<file path="src/design/dlt_pkg.sv">
`default_nettype none
// ----------------------------------------------------------------------------
// Drawing-language tokenizer package
// Shared types, token codes, character codes and the keyword table.
// ----------------------------------------------------------------------------
package dlt_pkg;

    localparam int MAX_TOKEN_CHARS_DEF     = 19;
    localparam int FRAC_BITS_DEF           = 16;
    localparam int MAX_FRACTION_DIGITS_DEF = 9;

    localparam int NAME_DEPTH = 6;
    localparam int NAME_IDX_W = $clog2(NAME_DEPTH);
    localparam int COUNT_W    = 5;
    localparam int VALUE_W    = 48;
    localparam int NUM_WORDS  = 18;

    // Token kinds.
    localparam logic [4:0] K_END    = 5'd0;
    localparam logic [4:0] K_ERR    = 5'd1;
    localparam logic [4:0] K_CONST  = 5'd2;
    localparam logic [4:0] K_PARAM  = 5'd3;
    localparam logic [4:0] K_FUNC   = 5'd4;
    localparam logic [4:0] K_ORIGIN = 5'd5;
    localparam logic [4:0] K_SCALE  = 5'd6;
    localparam logic [4:0] K_ROT    = 5'd7;
    localparam logic [4:0] K_IS     = 5'd8;
    localparam logic [4:0] K_FOR    = 5'd9;
    localparam logic [4:0] K_FROM   = 5'd10;
    localparam logic [4:0] K_TO     = 5'd11;
    localparam logic [4:0] K_STEP   = 5'd12;
    localparam logic [4:0] K_DRAW   = 5'd13;
    localparam logic [4:0] K_SEMI   = 5'd14;
    localparam logic [4:0] K_LPAREN = 5'd15;
    localparam logic [4:0] K_RPAREN = 5'd16;
    localparam logic [4:0] K_COMMA  = 5'd17;
    localparam logic [4:0] K_PLUS   = 5'd18;
    localparam logic [4:0] K_MINUS  = 5'd19;
    localparam logic [4:0] K_MUL    = 5'd20;
    localparam logic [4:0] K_DIV    = 5'd21;
    localparam logic [4:0] K_POW    = 5'd22;

    // Function identifiers.
    localparam logic [2:0] F_SIN  = 3'd0;
    localparam logic [2:0] F_COS  = 3'd1;
    localparam logic [2:0] F_TAN  = 3'd2;
    localparam logic [2:0] F_LOG  = 3'd3;
    localparam logic [2:0] F_EXP  = 3'd4;
    localparam logic [2:0] F_SQRT = 3'd5;

    // Character codes.
    localparam logic [7:0] CH_STAR   = 8'h2A;
    localparam logic [7:0] CH_SLASH  = 8'h2F;
    localparam logic [7:0] CH_MINUS  = 8'h2D;
    localparam logic [7:0] CH_PLUS   = 8'h2B;
    localparam logic [7:0] CH_SEMI   = 8'h3B;
    localparam logic [7:0] CH_LPAREN = 8'h28;
    localparam logic [7:0] CH_RPAREN = 8'h29;
    localparam logic [7:0] CH_COMMA  = 8'h2C;
    localparam logic [7:0] CH_DOT    = 8'h2E;
    localparam logic [7:0] CH_SPACE  = 8'h20;
    localparam logic [7:0] CH_TAB    = 8'h09;
    localparam logic [7:0] CH_LF     = 8'h0A;
    localparam logic [7:0] CH_CR     = 8'h0D;

    typedef enum logic [2:0] {
        SC_START,
        SC_WORD,
        SC_NUM,
        SC_STAR,
        SC_SLASH,
        SC_MINUS,
        SC_COMMENT
    } t_scan;

    typedef enum logic [2:0] {
        CS_IDLE,
        CS_MAIN,
        CS_DIV,
        CS_START,
        CS_END
    } t_ctl_state;

    typedef enum logic [1:0] {
        SRC_MAIN,
        SRC_NUM,
        SRC_START,
        SRC_END
    } t_src;

    typedef struct packed {
        logic accept;
        logic main;
        logic start;
        logic div_start;
        logic load;
        t_src src;
        logic last;
    } t_cmd;

    typedef struct packed {
        logic eoi;
        logic main_emit;
        logic main_num;
        logic main_again;
        logic start_emit;
        logic slot_free;
        logic div_busy;
    } t_stat;

    typedef struct packed {
        logic [4:0] kind;
        logic [2:0] func;
        logic       is_pi;
        logic       is_e;
    } t_word_hit;

    // Keyword table; text is left aligned and padded with spaces.
    localparam logic [47:0] WORD_TEXT [NUM_WORDS] = '{
        "PI    ", "E     ", "T     ", "SIN   ", "COS   ", "TAN   ",
        "LOG   ", "EXP   ", "SQRT  ", "ORIGIN", "SCALE ", "ROT   ",
        "IS    ", "FOR   ", "FROM  ", "TO    ", "STEP  ", "DRAW  "
    };
    localparam logic [4:0] WORD_LEN [NUM_WORDS] = '{
        5'd2, 5'd1, 5'd1, 5'd3, 5'd3, 5'd3, 5'd3, 5'd3, 5'd4,
        5'd6, 5'd5, 5'd3, 5'd2, 5'd3, 5'd4, 5'd2, 5'd4, 5'd4
    };
    localparam logic [4:0] WORD_KIND [NUM_WORDS] = '{
        K_CONST, K_CONST, K_PARAM, K_FUNC, K_FUNC, K_FUNC, K_FUNC, K_FUNC, K_FUNC,
        K_ORIGIN, K_SCALE, K_ROT, K_IS, K_FOR, K_FROM, K_TO, K_STEP, K_DRAW
    };
    localparam logic [2:0] WORD_FUNC [NUM_WORDS] = '{
        F_SIN, F_COS, F_SIN, F_SIN, F_COS, F_TAN, F_LOG, F_EXP, F_SQRT,
        F_SIN, F_SIN, F_SIN, F_SIN, F_SIN, F_SIN, F_SIN, F_SIN, F_SIN
    };

    function automatic logic is_letter(input logic [7:0] c);
        return (c >= 8'h41 && c <= 8'h5A) || (c >= 8'h61 && c <= 8'h7A);
    endfunction

    function automatic logic is_digit(input logic [7:0] c);
        return c >= 8'h30 && c <= 8'h39;
    endfunction

    function automatic logic [7:0] to_upper(input logic [7:0] c);
        return (c >= 8'h61 && c <= 8'h7A) ? c - 8'd32 : c;
    endfunction

    function automatic logic [29:0] pow10(input logic [3:0] d);
        logic [29:0] p;
        unique case (d)
            4'd0:    p = 30'd1;
            4'd1:    p = 30'd10;
            4'd2:    p = 30'd100;
            4'd3:    p = 30'd1000;
            4'd4:    p = 30'd10000;
            4'd5:    p = 30'd100000;
            4'd6:    p = 30'd1000000;
            4'd7:    p = 30'd10000000;
            4'd8:    p = 30'd100000000;
            4'd9:    p = 30'd1000000000;
            default: p = 30'd1;
        endcase
        return p;
    endfunction

    // The name is packed with its first character in the low byte.
    function automatic t_word_hit word_lookup(input logic [8*NAME_DEPTH-1:0] name,
                                              input logic [COUNT_W-1:0] count);
        t_word_hit h;
        logic      match;
        h = '{kind: K_ERR, func: 3'd0, is_pi: 1'b0, is_e: 1'b0};
        for (int e = 0; e < NUM_WORDS; e++) begin
            match = (count == WORD_LEN[e]);
            for (int i = 0; i < NAME_DEPTH; i++) begin
                if (5'(i) < WORD_LEN[e] && name[8*i +: 8] != WORD_TEXT[e][47-8*i -: 8]) begin
                    match = 1'b0;
                end
            end
            if (match) begin
                h.kind  = WORD_KIND[e];
                h.func  = (WORD_KIND[e] == K_FUNC) ? WORD_FUNC[e] : 3'd0;
                h.is_pi = (WORD_KIND[e] == K_CONST) && (WORD_FUNC[e] == F_SIN);
                h.is_e  = (WORD_KIND[e] == K_CONST) && (WORD_FUNC[e] == F_COS);
            end
        end
        return h;
    endfunction

endpackage
`default_nettype wire

</file>
<file path="src/design/dlt_div.sv">
`default_nettype none
// ----------------------------------------------------------------------------
// Fraction divider
// Restoring divider, one quotient bit per cycle, that turns the decimal
// fraction digits into binary fraction bits and adds the integer part.
// ----------------------------------------------------------------------------
module dlt_div #(
    parameter int FracBits = dlt_pkg::FRAC_BITS_DEF
) (
    input  wire logic                        i_clk,
    input  wire logic                        i_rst_n,
    input  wire logic                        i_start,
    input  wire logic [29:0]                 i_frac,
    input  wire logic [3:0]                  i_fdig,
    input  wire logic [31:0]                 i_int,
    output logic                             o_busy,
    output logic [dlt_pkg::VALUE_W-1:0]      o_value
);
    import dlt_pkg::*;

    localparam int DqW  = 30 + FracBits;
    localparam int ValW = 32 + FracBits;
    localparam int CntW = $clog2(DqW + 1);

    logic [DqW-1:0]  r_dq;
    logic [29:0]     r_rem;
    logic [29:0]     r_dsor;
    logic [31:0]     r_int;
    logic [CntW-1:0] r_cnt;

    logic [30:0]          trial;
    logic [30:0]          diff;
    logic                 ge;
    logic [ValW-1:0]      full;
    logic [ValW+VALUE_W-1:0] full_ext;

    assign trial    = {r_rem, r_dq[DqW-1]};
    assign diff     = trial - {1'b0, r_dsor};
    assign ge       = trial >= {1'b0, r_dsor};
    assign o_busy   = (r_cnt != '0);
    assign full     = {r_int, {FracBits{1'b0}}} + ValW'(r_dq);
    assign full_ext = {{VALUE_W{1'b0}}, full};
    assign o_value  = full_ext[VALUE_W-1:0];

    always_ff @(posedge i_clk) begin
        if (!i_rst_n) begin
            r_cnt <= '0;
        end else if (i_start) begin
            r_cnt <= CntW'(DqW);
        end else if (o_busy) begin
            r_cnt <= r_cnt - 1'b1;
        end
    end

    always_ff @(posedge i_clk) begin
        if (i_start) begin
            r_dq   <= {i_frac, {FracBits{1'b0}}};
            r_rem  <= '0;
            r_dsor <= pow10(i_fdig);
            r_int  <= i_int;
        end else if (o_busy) begin
            r_rem <= ge ? diff[29:0] : trial[29:0];
            r_dq  <= {r_dq[DqW-2:0], ge};
        end
    end

endmodule
`default_nettype wire

</file>
<file path="src/design/dlt_dp.sv">
`default_nettype none
// ----------------------------------------------------------------------------
// Tokenizer datapath
// Scanner state, name buffer, number accumulators, divider and output stage.
// ----------------------------------------------------------------------------
module dlt_dp #(
    parameter int MaxTokenChars     = dlt_pkg::MAX_TOKEN_CHARS_DEF,
    parameter int FracBits          = dlt_pkg::FRAC_BITS_DEF,
    parameter int MaxFractionDigits = dlt_pkg::MAX_FRACTION_DIGITS_DEF
) (
    input  wire logic                    i_clk,
    input  wire logic                    i_rst_n,
    input  wire dlt_pkg::t_cmd           i_cmd,
    output dlt_pkg::t_stat               o_stat,
    input  wire logic [7:0]              i_ch,
    input  wire logic                    i_end_of_input,
    input  wire logic                    i_ready,
    output logic                         o_valid,
    output logic [4:0]                   o_token_kind,
    output logic [2:0]                   o_func_id,
    output logic [dlt_pkg::VALUE_W-1:0]  o_token_value,
    output logic                         o_last
);
    import dlt_pkg::*;

    localparam int ValW = 32 + FracBits;
    localparam logic [ValW-1:0] PiFix = ValW'((64'd3 << FracBits) +
                                              ((64'd1415926 << FracBits) / 64'd10000000));
    localparam logic [ValW-1:0] EFix  = ValW'((64'd2 << FracBits) +
                                              ((64'd71828 << FracBits) / 64'd100000));
    localparam logic [ValW+VALUE_W-1:0] PiExt = {{VALUE_W{1'b0}}, PiFix};
    localparam logic [ValW+VALUE_W-1:0] EExt  = {{VALUE_W{1'b0}}, EFix};
    localparam logic [VALUE_W-1:0] PiVal = PiExt[VALUE_W-1:0];
    localparam logic [VALUE_W-1:0] EVal  = EExt[VALUE_W-1:0];

    logic [7:0]         r_ch;
    logic               r_eoi;
    t_scan              r_scan, n_scan;
    logic [7:0]         r_buf [NAME_DEPTH];
    logic [COUNT_W-1:0] r_count, n_count;
    logic               r_seen, n_seen;
    logic [31:0]        r_int, n_int;
    logic [29:0]        r_frac, n_frac;
    logic [3:0]         r_fdig, n_fdig;
    logic               r_out_valid;
    logic [4:0]         r_kind;
    logic [2:0]         r_func;
    logic [VALUE_W-1:0] r_value;
    logic               r_last;

    // Main-phase results.
    t_scan              m_scan;
    logic [COUNT_W-1:0] m_count;
    logic               m_seen;
    logic [31:0]        m_int;
    logic [29:0]        m_frac;
    logic [3:0]         m_fdig;
    logic               m_we;
    logic               m_emit, m_num, m_again;
    logic [4:0]         m_kind;
    logic [2:0]         m_func;
    logic [VALUE_W-1:0] m_value;

    // Start-phase results.
    t_scan              s_scan;
    logic [COUNT_W-1:0] s_count;
    logic [31:0]        s_int;
    logic [29:0]        s_frac;
    logic [3:0]         s_fdig;
    logic               s_we;
    logic               s_emit;
    logic [4:0]         s_kind;

    logic                    ch_letter, ch_digit, ch_dot;
    logic [3:0]              ch_val;
    logic [7:0]              ch_up;
    logic [8*NAME_DEPTH-1:0] name_flat;
    t_word_hit               hit;
    logic [VALUE_W-1:0]      word_value;
    logic [35:0]             int_mul;
    logic                    div_busy;
    logic [VALUE_W-1:0]      div_value;

    assign ch_letter = is_letter(r_ch);
    assign ch_digit  = is_digit(r_ch);
    assign ch_dot    = (r_ch == CH_DOT);
    assign ch_val    = r_ch[3:0];
    assign ch_up     = to_upper(r_ch);
    assign int_mul   = {4'd0, r_int} * 36'd10 + {32'd0, ch_val};

    always_comb begin
        for (int i = 0; i < NAME_DEPTH; i++) begin
            name_flat[8*i +: 8] = r_buf[i];
        end
    end

    assign hit        = word_lookup(name_flat, r_count);
    assign word_value = hit.is_pi ? PiVal : (hit.is_e ? EVal : '0);

    // Work on the pending token with the current character.
    always_comb begin
        m_scan  = r_scan;
        m_count = r_count;
        m_seen  = r_seen;
        m_int   = r_int;
        m_frac  = r_frac;
        m_fdig  = r_fdig;
        m_we    = 1'b0;
        m_emit  = 1'b0;
        m_num   = 1'b0;
        m_again = 1'b0;
        m_kind  = K_ERR;
        m_func  = 3'd0;
        m_value = '0;
        if (r_eoi) begin
            unique case (r_scan)
                SC_WORD: begin
                    m_emit  = 1'b1;
                    m_kind  = hit.kind;
                    m_func  = hit.func;
                    m_value = word_value;
                end
                SC_NUM: begin
                    m_emit = 1'b1;
                    m_num  = 1'b1;
                    m_kind = K_CONST;
                end
                SC_STAR: begin
                    m_emit = 1'b1;
                    m_kind = K_MUL;
                end
                SC_SLASH: begin
                    m_emit = 1'b1;
                    m_kind = K_DIV;
                end
                SC_MINUS: begin
                    m_emit = 1'b1;
                    m_kind = K_MINUS;
                end
                default: begin
                end
            endcase
            m_scan  = SC_START;
            m_count = '0;
            m_seen  = 1'b0;
        end else begin
            unique case (r_scan)
                SC_WORD: begin
                    if (ch_letter || ch_digit) begin
                        if (r_count >= COUNT_W'(MaxTokenChars)) begin
                            m_emit  = 1'b1;
                            m_again = 1'b1;
                        end else begin
                            m_we    = (r_count < COUNT_W'(NAME_DEPTH));
                            m_count = r_count + 1'b1;
                        end
                    end else begin
                        m_emit  = 1'b1;
                        m_again = 1'b1;
                        m_kind  = hit.kind;
                        m_func  = hit.func;
                        m_value = word_value;
                    end
                end
                SC_NUM: begin
                    if (ch_digit || ch_dot) begin
                        if (ch_dot && r_seen) begin
                            m_emit = 1'b1;
                            m_scan = SC_START;
                        end else if (r_count >= COUNT_W'(MaxTokenChars)) begin
                            m_emit  = 1'b1;
                            m_again = 1'b1;
                        end else begin
                            m_count = r_count + 1'b1;
                            if (ch_dot) begin
                                m_seen = 1'b1;
                            end else if (r_seen) begin
                                if (r_fdig < 4'(MaxFractionDigits)) begin
                                    m_frac = 30'(r_frac * 30'd10 + {26'd0, ch_val});
                                    m_fdig = r_fdig + 1'b1;
                                end
                            end else begin
                                m_int = (int_mul[35:32] != 4'd0) ? 32'hFFFF_FFFF
                                                                 : int_mul[31:0];
                            end
                        end
                    end else begin
                        m_emit  = 1'b1;
                        m_num   = 1'b1;
                        m_again = 1'b1;
                        m_kind  = K_CONST;
                    end
                end
                SC_STAR: begin
                    m_emit = 1'b1;
                    if (r_ch == CH_STAR) begin
                        m_kind = K_POW;
                        m_scan = SC_START;
                    end else begin
                        m_kind  = K_MUL;
                        m_again = 1'b1;
                    end
                end
                SC_SLASH: begin
                    if (r_ch == CH_SLASH) begin
                        m_scan = SC_COMMENT;
                    end else begin
                        m_emit  = 1'b1;
                        m_kind  = K_DIV;
                        m_again = 1'b1;
                    end
                end
                SC_MINUS: begin
                    if (r_ch == CH_MINUS) begin
                        m_scan = SC_COMMENT;
                    end else begin
                        m_emit  = 1'b1;
                        m_kind  = K_MINUS;
                        m_again = 1'b1;
                    end
                end
                SC_COMMENT: begin
                    if (r_ch == CH_LF) begin
                        m_scan = SC_START;
                    end
                end
                default: begin
                    m_again = 1'b1;
                end
            endcase
        end
    end

    // Begin a fresh token with the current character.
    always_comb begin
        s_scan  = SC_START;
        s_count = '0;
        s_int   = r_int;
        s_frac  = r_frac;
        s_fdig  = r_fdig;
        s_we    = 1'b0;
        s_emit  = 1'b0;
        s_kind  = K_ERR;
        priority if (ch_letter) begin
            s_scan  = SC_WORD;
            s_count = COUNT_W'(1);
            s_we    = 1'b1;
        end else if (ch_digit) begin
            s_scan  = SC_NUM;
            s_count = COUNT_W'(1);
            s_int   = {28'd0, ch_val};
            s_frac  = '0;
            s_fdig  = '0;
        end else begin
            unique case (r_ch)
                CH_STAR:   s_scan = SC_STAR;
                CH_SLASH:  s_scan = SC_SLASH;
                CH_MINUS:  s_scan = SC_MINUS;
                CH_SEMI:   begin s_emit = 1'b1; s_kind = K_SEMI;   end
                CH_LPAREN: begin s_emit = 1'b1; s_kind = K_LPAREN; end
                CH_RPAREN: begin s_emit = 1'b1; s_kind = K_RPAREN; end
                CH_COMMA:  begin s_emit = 1'b1; s_kind = K_COMMA;  end
                CH_PLUS:   begin s_emit = 1'b1; s_kind = K_PLUS;   end
                CH_SPACE, CH_TAB, CH_LF, CH_CR: begin
                end
                default:   s_emit = 1'b1;
            endcase
        end
    end

    always_comb begin
        n_scan  = r_scan;
        n_count = r_count;
        n_seen  = r_seen;
        n_int   = r_int;
        n_frac  = r_frac;
        n_fdig  = r_fdig;
        if (i_cmd.main) begin
            n_scan  = m_scan;
            n_count = m_count;
            n_seen  = m_seen;
            n_int   = m_int;
            n_frac  = m_frac;
            n_fdig  = m_fdig;
        end else if (i_cmd.start) begin
            n_scan  = s_scan;
            n_count = s_count;
            n_seen  = 1'b0;
            n_int   = s_int;
            n_frac  = s_frac;
            n_fdig  = s_fdig;
        end
    end

    always_ff @(posedge i_clk) begin
        if (!i_rst_n) begin
            r_scan      <= SC_START;
            r_count     <= '0;
            r_seen      <= 1'b0;
            r_int       <= '0;
            r_frac      <= '0;
            r_fdig      <= '0;
            r_out_valid <= 1'b0;
        end else begin
            r_scan  <= n_scan;
            r_count <= n_count;
            r_seen  <= n_seen;
            r_int   <= n_int;
            r_frac  <= n_frac;
            r_fdig  <= n_fdig;
            if (i_cmd.load) begin
                r_out_valid <= 1'b1;
            end else if (i_ready) begin
                r_out_valid <= 1'b0;
            end
        end
    end

    always_ff @(posedge i_clk) begin
        if (i_cmd.accept) begin
            r_ch  <= i_ch;
            r_eoi <= i_end_of_input;
        end
        if (i_cmd.main && m_we) begin
            r_buf[r_count[NAME_IDX_W-1:0]] <= ch_up;
        end else if (i_cmd.start && s_we) begin
            r_buf[0] <= ch_up;
        end
        if (i_cmd.load) begin
            r_last <= i_cmd.last;
            unique case (i_cmd.src)
                SRC_MAIN: begin
                    r_kind  <= m_kind;
                    r_func  <= m_func;
                    r_value <= m_value;
                end
                SRC_NUM: begin
                    r_kind  <= K_CONST;
                    r_func  <= 3'd0;
                    r_value <= div_value;
                end
                SRC_START: begin
                    r_kind  <= s_kind;
                    r_func  <= 3'd0;
                    r_value <= '0;
                end
                SRC_END: begin
                    r_kind  <= K_END;
                    r_func  <= 3'd0;
                    r_value <= '0;
                end
                default: begin
                    r_kind  <= K_END;
                    r_func  <= 3'd0;
                    r_value <= '0;
                end
            endcase
        end
    end

    dlt_div #(
        .FracBits (FracBits)
    ) u_div (
        .i_clk   (i_clk),
        .i_rst_n (i_rst_n),
        .i_start (i_cmd.div_start),
        .i_frac  (r_frac),
        .i_fdig  (r_fdig),
        .i_int   (r_int),
        .o_busy  (div_busy),
        .o_value (div_value)
    );

    assign o_stat = '{
        eoi:        r_eoi,
        main_emit:  m_emit,
        main_num:   m_num,
        main_again: m_again,
        start_emit: s_emit,
        slot_free:  !r_out_valid || i_ready,
        div_busy:   div_busy
    };

    assign o_valid       = r_out_valid;
    assign o_token_kind  = r_kind;
    assign o_func_id     = r_func;
    assign o_token_value = r_value;
    assign o_last        = r_last;

endmodule
`default_nettype wire

</file>
<file path="src/design/dlt_ctl.sv">
`default_nettype none
// ----------------------------------------------------------------------------
// Tokenizer controller
// Sequences one character through its main phase, the optional fraction
// division, the restart phase and the end token.
// ----------------------------------------------------------------------------
module dlt_ctl (
    input  wire logic           i_clk,
    input  wire logic           i_rst_n,
    input  wire logic           i_valid,
    output logic                o_ready,
    input  wire dlt_pkg::t_stat i_stat,
    output dlt_pkg::t_cmd       o_cmd
);
    import dlt_pkg::*;

    t_ctl_state r_state, n_state;
    logic       r_again, n_again;
    t_ctl_state main_after;
    t_ctl_state div_after;

    assign main_after = i_stat.eoi ? CS_END : (i_stat.main_again ? CS_START : CS_IDLE);
    assign div_after  = i_stat.eoi ? CS_END : (r_again ? CS_START : CS_IDLE);

    always_ff @(posedge i_clk) begin
        if (!i_rst_n) begin
            r_state <= CS_IDLE;
            r_again <= 1'b0;
        end else begin
            r_state <= n_state;
            r_again <= n_again;
        end
    end

    always_comb begin
        n_state = r_state;
        n_again = r_again;
        o_cmd   = '0;
        o_ready = 1'b0;
        unique case (r_state)
            CS_IDLE: begin
                o_ready = 1'b1;
                if (i_valid) begin
                    o_cmd.accept = 1'b1;
                    n_state      = CS_MAIN;
                end
            end
            CS_MAIN: begin
                n_again = i_stat.main_again;
                if (i_stat.main_emit && i_stat.main_num) begin
                    o_cmd.div_start = 1'b1;
                    o_cmd.main      = 1'b1;
                    n_state         = CS_DIV;
                end else if (i_stat.main_emit) begin
                    if (i_stat.slot_free) begin
                        o_cmd.load = 1'b1;
                        o_cmd.src  = SRC_MAIN;
                        o_cmd.last = !i_stat.eoi &&
                                     !(i_stat.main_again && i_stat.start_emit);
                        o_cmd.main = 1'b1;
                        n_state    = main_after;
                    end
                end else begin
                    o_cmd.main = 1'b1;
                    n_state    = main_after;
                end
            end
            CS_DIV: begin
                if (!i_stat.div_busy && i_stat.slot_free) begin
                    o_cmd.load = 1'b1;
                    o_cmd.src  = SRC_NUM;
                    o_cmd.last = !i_stat.eoi && !(r_again && i_stat.start_emit);
                    n_state    = div_after;
                end
            end
            CS_START: begin
                if (i_stat.start_emit) begin
                    if (i_stat.slot_free) begin
                        o_cmd.load  = 1'b1;
                        o_cmd.src   = SRC_START;
                        o_cmd.last  = 1'b1;
                        o_cmd.start = 1'b1;
                        n_state     = CS_IDLE;
                    end
                end else begin
                    o_cmd.start = 1'b1;
                    n_state     = CS_IDLE;
                end
            end
            CS_END: begin
                if (i_stat.slot_free) begin
                    o_cmd.load = 1'b1;
                    o_cmd.src  = SRC_END;
                    o_cmd.last = 1'b1;
                    n_state    = CS_IDLE;
                end
            end
            default: begin
                n_state = CS_IDLE;
            end
        endcase
    end

    a_load_free: assert property (@(posedge i_clk) disable iff (!i_rst_n)
        o_cmd.load |-> i_stat.slot_free)
        else $error("output register loaded while still occupied");

    a_div_idle: assert property (@(posedge i_clk) disable iff (!i_rst_n)
        o_cmd.div_start |-> !i_stat.div_busy)
        else $error("divider restarted while busy");

    a_div_runs: assert property (@(posedge i_clk) disable iff (!i_rst_n)
        o_cmd.div_start |=> i_stat.div_busy)
        else $error("divider did not start");

endmodule
`default_nettype wire

</file>
<file path="src/design/drawing_language_tokenizer_core.sv">
`default_nettype none
// ----------------------------------------------------------------------------
// Drawing-language tokenizer core
// Turns a stream of ASCII characters into tokens of a small drawing language.
// ----------------------------------------------------------------------------
// Input channel: one character per beat on i_ch, or an end-of-input beat with
// i_end_of_input high (i_ch is ignored then), under i_valid / o_ready.
// Output channel: one token per beat under o_valid / i_ready; o_last marks the
// final token caused by an input beat. A character that ends a pending token
// starts the next one, so one input beat may yield two output beats.
// Flow: the core works on one character at a time. A plain character
// passes through accept and the main phase, and through the start phase too
// when it also starts a new token. A number ending first runs the restoring
// fraction divider, which produces one quotient bit per cycle.
// When the receiver stalls, the single output register holds its token and
// the controller waits before loading the next one, which in turn holds off
// new input beats. Reset returns the scanner to its start state with no
// pending token and an empty output register.
// ----------------------------------------------------------------------------
module drawing_language_tokenizer_core #(
    parameter int MaxTokenChars     = dlt_pkg::MAX_TOKEN_CHARS_DEF,
    parameter int FracBits          = dlt_pkg::FRAC_BITS_DEF,
    parameter int MaxFractionDigits = dlt_pkg::MAX_FRACTION_DIGITS_DEF
) (
    input  wire logic                    i_clk,
    input  wire logic                    i_rst_n,
    input  wire logic                    i_valid,
    output logic                         o_ready,
    input  wire logic [7:0]              i_ch,
    input  wire logic                    i_end_of_input,
    output logic                         o_valid,
    input  wire logic                    i_ready,
    output logic [4:0]                   o_token_kind,
    output logic [2:0]                   o_func_id,
    output logic [dlt_pkg::VALUE_W-1:0]  o_token_value,
    output logic                         o_last
);
    import dlt_pkg::*;

    // Commands flow from the controller; status flows back from the datapath.
    t_cmd  cmd;
    t_stat stat;

    dlt_ctl u_ctl (
        .i_clk   (i_clk),
        .i_rst_n (i_rst_n),
        .i_valid (i_valid),
        .o_ready (o_ready),
        .i_stat  (stat),
        .o_cmd   (cmd)
    );

    dlt_dp #(
        .MaxTokenChars     (MaxTokenChars),
        .FracBits          (FracBits),
        .MaxFractionDigits (MaxFractionDigits)
    ) u_dp (
        .i_clk          (i_clk),
        .i_rst_n        (i_rst_n),
        .i_cmd          (cmd),
        .o_stat         (stat),
        .i_ch           (i_ch),
        .i_end_of_input (i_end_of_input),
        .i_ready        (i_ready),
        .o_valid        (o_valid),
        .o_token_kind   (o_token_kind),
        .o_func_id      (o_func_id),
        .o_token_value  (o_token_value),
        .o_last         (o_last)
    );

endmodule
`default_nettype wire

</file>
<file path="config.mk">
export PLATFORM = sky130hd
export DESIGN_NAME = drawing_language_tokenizer_core
export DESIGN_NICKNAME = d
export VERILOG_FILES = /design/src/design/dlt_pkg.sv /design/src/design/dlt_div.sv /design/src/design/dlt_dp.sv /design/src/design/dlt_ctl.sv /design/src/design/drawing_language_tokenizer_core.sv
export SDC_FILE = /design/constraint.sdc
export NUM_CORES = 1
export LEC_CHECK = 0
export ABC_CLOCK_PERIOD_IN_PS = 4600
export BUFFER_PORTS_ARGS = -buffer_cell sky130_fd_sc_hd__buf_4
export CAP_MARGIN = 0
export CORE_MARGIN = 3
export CORE_UTILIZATION = 31
export DETAILED_ROUTE_END_ITERATION = 8
export PLACE_DENSITY = 0.48
export SLEW_MARGIN = 25
export SYNTH_ARGS = -nofsm -noshare
export SYNTH_HDL_FRONTEND = slang
export SYNTH_SLANG_ARGS = --single-unit
</file>
<file path="constraint.sdc">
create_clock -name i_clk -period 4.6 [get_ports i_clk]
set_input_delay 0.69 -clock i_clk [delete_from_list [all_inputs] [get_ports i_clk]]
set_output_delay 0.69 -clock i_clk [all_outputs]
set_load 0.01 [all_outputs]
</file>
==> impl_metrics.json <==
{
  "clock-sinks": 331,
  "netlist_area_um2": 22110,
  "ioPinCount": 72,
  "ys_seq_elements": 331,
  "setup_viol": 0,
  "critPathKind": "reg2reg",
  "hold_viol": 0,
  "min_path_type": "in2reg",
  "r2r_start": "u_dp.r_int[3]",
  "avgSynthCellArea_um2": 8.898,
  "critPathRequiredTime_ns": 5.01,
  "worst_pin_slew_ns": 0.9930,
  "slowest_delay_ns": 0.55,
  "firstDrtPassIters": 5,
  "pre_cts_slack_ns": 0.01007,
  "grt_pass1_wl_mm": 101.9,
  "power_per_cell_area_nw_per_um2": 412.7,
  "status": "complete, no violations",
  "synthCells": 2485,
  "cp-start-kind": "register",
  "dp_hpwl_mm": 48.69,
  "finalCritPeriodShare_pct": 96.30,
  "switching_share_pct": 34.73,
  "cp_cell_sequence": "ha_1, ha_1, fa_1, a211o_1, a21oi_4, a211o_1, nand2_2, xnor2_1, nand4bb_4, or4b_4, nor4b_4, mux2i_2, buf_12, and2_4, a311oi_1",
  "drc_errors": 0,
  "die_h_um": 273.1,
  "area_growth_pct": 14.44,
  "power.leakage_nw": 10.20,
  "crit_start": "u_dp.r_int[3]",
  "stdcell_count": 3521,
  "vdd_drop_max_mv": 0.2696,
  "timing.hold.ws_ns": 0.3132,
  "first_iter_violations": 1192,
  "clockRootBuffer": "clkbuf_16",
  "fp.dieW_um": 273.1,
  "placed_cells": 3450,
  "worst-path-buf-inv": 1,
  "antenna_cells": 0,
  "yosysTopAreaCell": "edfxtp_1",
  "place.gp.congestion": 0.8957,
  "grt_max_degree": 92,
  "synth_top_flop_cell": "edfxtp_1",
  "clk_latency_ns": 0.57,
  "synthArstFlopShare_pct": 0,
  "cts_buffers": 39,
  "worst-path-max-fanout": 28,
  "ant_nets": 0,
  "seq_area_frac_synth_pct": 38.98,
  "first_global_vias": 18540,
  "drive_gt1_share_pct": 9.531,
  "io_buffers": 71,
  "finalNetCount": 2762,
  "htreeDepth": 2,
  "synth_top_area_share_pct": 27.03,
  "relSlewSlack_pct": 33.80,
  "synth_nets": 2696,
  "pwr-share-comb_pct": 30.7,
  "post_cts.repair.setup_buffers": 0,
  "cp-end-kind": "register",
  "clk_pin_slew_ns": 0.06,
  "p_int_mw": 6.815,
  "synth_area_leaders": "edfxtp_1, dfxtp_1, ha_1",
  "hp-start": "i_ch[2]",
  "cp_top_family": "simple AND/OR/NAND/NOR gates",
  "dieArea_um2": 74570,
  "via_per_inst": 5.344,
  "wirelength_mm": 64.45,
  "synth-edff-count": 199,
  "tritoncts": "built",
  "layout_min_cycle_time_ns": 4.430,
  "rows": 97,
  "track_usage_pct": 16.94,
  "arrival_ns": 4.84,
  "slowest_stage": "or4b_4",
  "max_clock_freq_mhz": 225.7,
  "start_util_pct": 31.41,
  "drv_cap": 0,
  "finClkSkew_ns": 0.02436,
  "antenna_found_initial": 1,
  "yosysWarnings": 0,
  "power_frac_seq_pct": 39.3,
  "grt_overflow": 0,
  "switching_power_mw": 3.627,
  "post_drt_wl_per_cell_um": 18.31,
  "layout_setup_ws_ns": 0.1701,
  "clkPwrFrac_pct": 30.0,
  "ys_types": 90,
  "cts_buffer_depth": 3,
  "drv_slew": 0,
  "route.vias.total": 18820,
  "core_um2": 70390
}
==> final timing paths <==
check / to / cells after the start / slack, ns
worst min-delay path: u_dp.r_ch[2] / 1 / 0.31
worst min register to register: u_dp.u_div.r_dq[14] / 2 / 0.46
worst max register to register: u_dp.r_int[2] / 15 / 0.17
worst max-delay path: u_dp.r_int[2] / 15 / 0.17
==> what timing repair did <==
action                     in CTS  in global routing
pin swaps                       0                  1
setup endpoints to repair       1                 32
resized for setup               1                 10
hold buffers                    0                  0
==> cells by family (layout without fill, tap and decap cells) <==
| kind of cell | Yosys count | after routing | share of synthesized area [%] |
|---|---|---|---|
| and+or+nand+nor | 932 | 932 | 20.73 |
| AOI/OAI and AO/OA | 680 | 680 | 19.36 |
| DFF | 331 | 331 | 38.98 |
| adders and majority gates | 198 | 198 | 11.41 |
| buffers and inverters | 191 | 287 | 3.367 |
| xor gates and xnor gates | 138 | 138 | 5.466 |
| muxes | 15 | 15 | 0.6960 |
==> flip-flops by register name, summed over array words and instances (netlist names) <==
signal	cells
u_dp.o_token_value	48
u_dp.r_buf	48
u_dp.u_div.r_dq	46
u_dp.r_int	32
u_dp.u_div.r_int	32
u_dp.r_frac	30
u_dp.u_div.r_rem	30
u_dp.u_div.r_dsor	23
u_dp.r_ch	8
u_dp.u_div.r_cnt	6
u_dp.o_token_kind	5
u_dp.r_count	5
u_dp.r_fdig	4
u_ctl.r_state	3
u_dp.o_func_id	3
u_dp.r_scan	3
u_ctl.r_again	1
u_dp.o_last	1
u_dp.o_valid	1
u_dp.r_eoi	1
u_dp.r_seen	1
==> metal layers <==
metal | vias up | track usage, % | share of wire, %
met5 | - | 0 | 0
met4 | 0 | 4.691 | 2.6
met3 | 101 | 1.861 | 3.2
met2 | 345 | 29.51 | 48
met1 | 9034 | 22.19 | 46
li1 | 9337 | - | -
==> cells in the final DEF, fill, tap and decap left out, types with 22 or more instances in the layout <==
cell,netlist,layout
xor2_1,65,65
inv_1,77,77
nand4_1,40,40
a31oi_1,29,29
nor2_1,199,199
o211ai_1,23,23
nand3_1,101,101
a311oi_1,26,26
xnor2_1,73,73
a211oi_1,36,36
nor4_1,25,24
a21o_1,57,57
ha_1,192,192
buf_4,0,133
nand2_1,297,296
and3_1,22,22
nor2b_1,25,25
o21ai_0,151,150
nor3_1,71,68
dfxtp_1,132,132
clkbuf_16,0,39
o21a_1,25,25
or3_1,24,23
nand2b_1,23,23
edfxtp_1,199,199
a21oi_1,218,215
==> synth_stat cells (7+ instances only) <==
master,count
o21a_1,25
o31ai_1,13
or3_1,24
clkbuf_1,87
mux2i_1,12
a211o_1,8
a21o_1,57
a31oi_1,29
dfxtp_1,132
a311oi_1,26
nand3b_1,10
a21oi_1,218
or2_2,8
and3_1,22
o21ai_0,151
nor3_1,71
xor2_1,65
nor4_1,25
nor2_1,199
nor3b_1,14
nor2b_1,25
nand4_1,40
nand2b_1,23
or4_1,7
nand4b_1,7
a41oi_1,7
inv_1,77
nand2_1,297
xnor2_1,73
o21ai_1,7
o21bai_1,7
edfxtp_1,199
a211oi_1,36
buf_2,22
o211ai_1,23
nand3_1,101
ha_1,192
and2_1,17
==> stage by stage <==
step	area [µm²]	util [%]	power, mW	TNS [ns]
floorplan	22110	-	6.404	0
CTS	25250	35.87	10.57	0
global route	25300	35.95	11.12	-0.01214
global placement	23970	34.05	7.321	0
detailed placement	23970	34.05	7.378	0
finish	25300	35.95	10.44	0
==> power by group through the flow <==
| stage | combinational (mW) | sequential [mW] | clock, mW |
|---|---|---|---|
| after floorplan | 2.39 | 4.02 | 0 |
| after global placement | 3.15 | 4.17 | 0 |
| after detailed placement | 3.20 | 4.17 | 0 |
| after CTS | 3.22 | 4.12 | 3.23 |
| after global routing | 3.60 | 4.17 | 3.35 |
| final | 3.20 | 4.11 | 3.13 |
==> final cells by class <==
cell class	count	area (µm²)
fillers	7343	45090
multi-input cells	1963	12840
flip-flops and latches	331	8618
well taps	940	1176
repair buffers	138	1099
clock buffers	53	1049
inverters	78	295.3
clock inverters	18	224.0
Power figures use the tool's default switching activity.
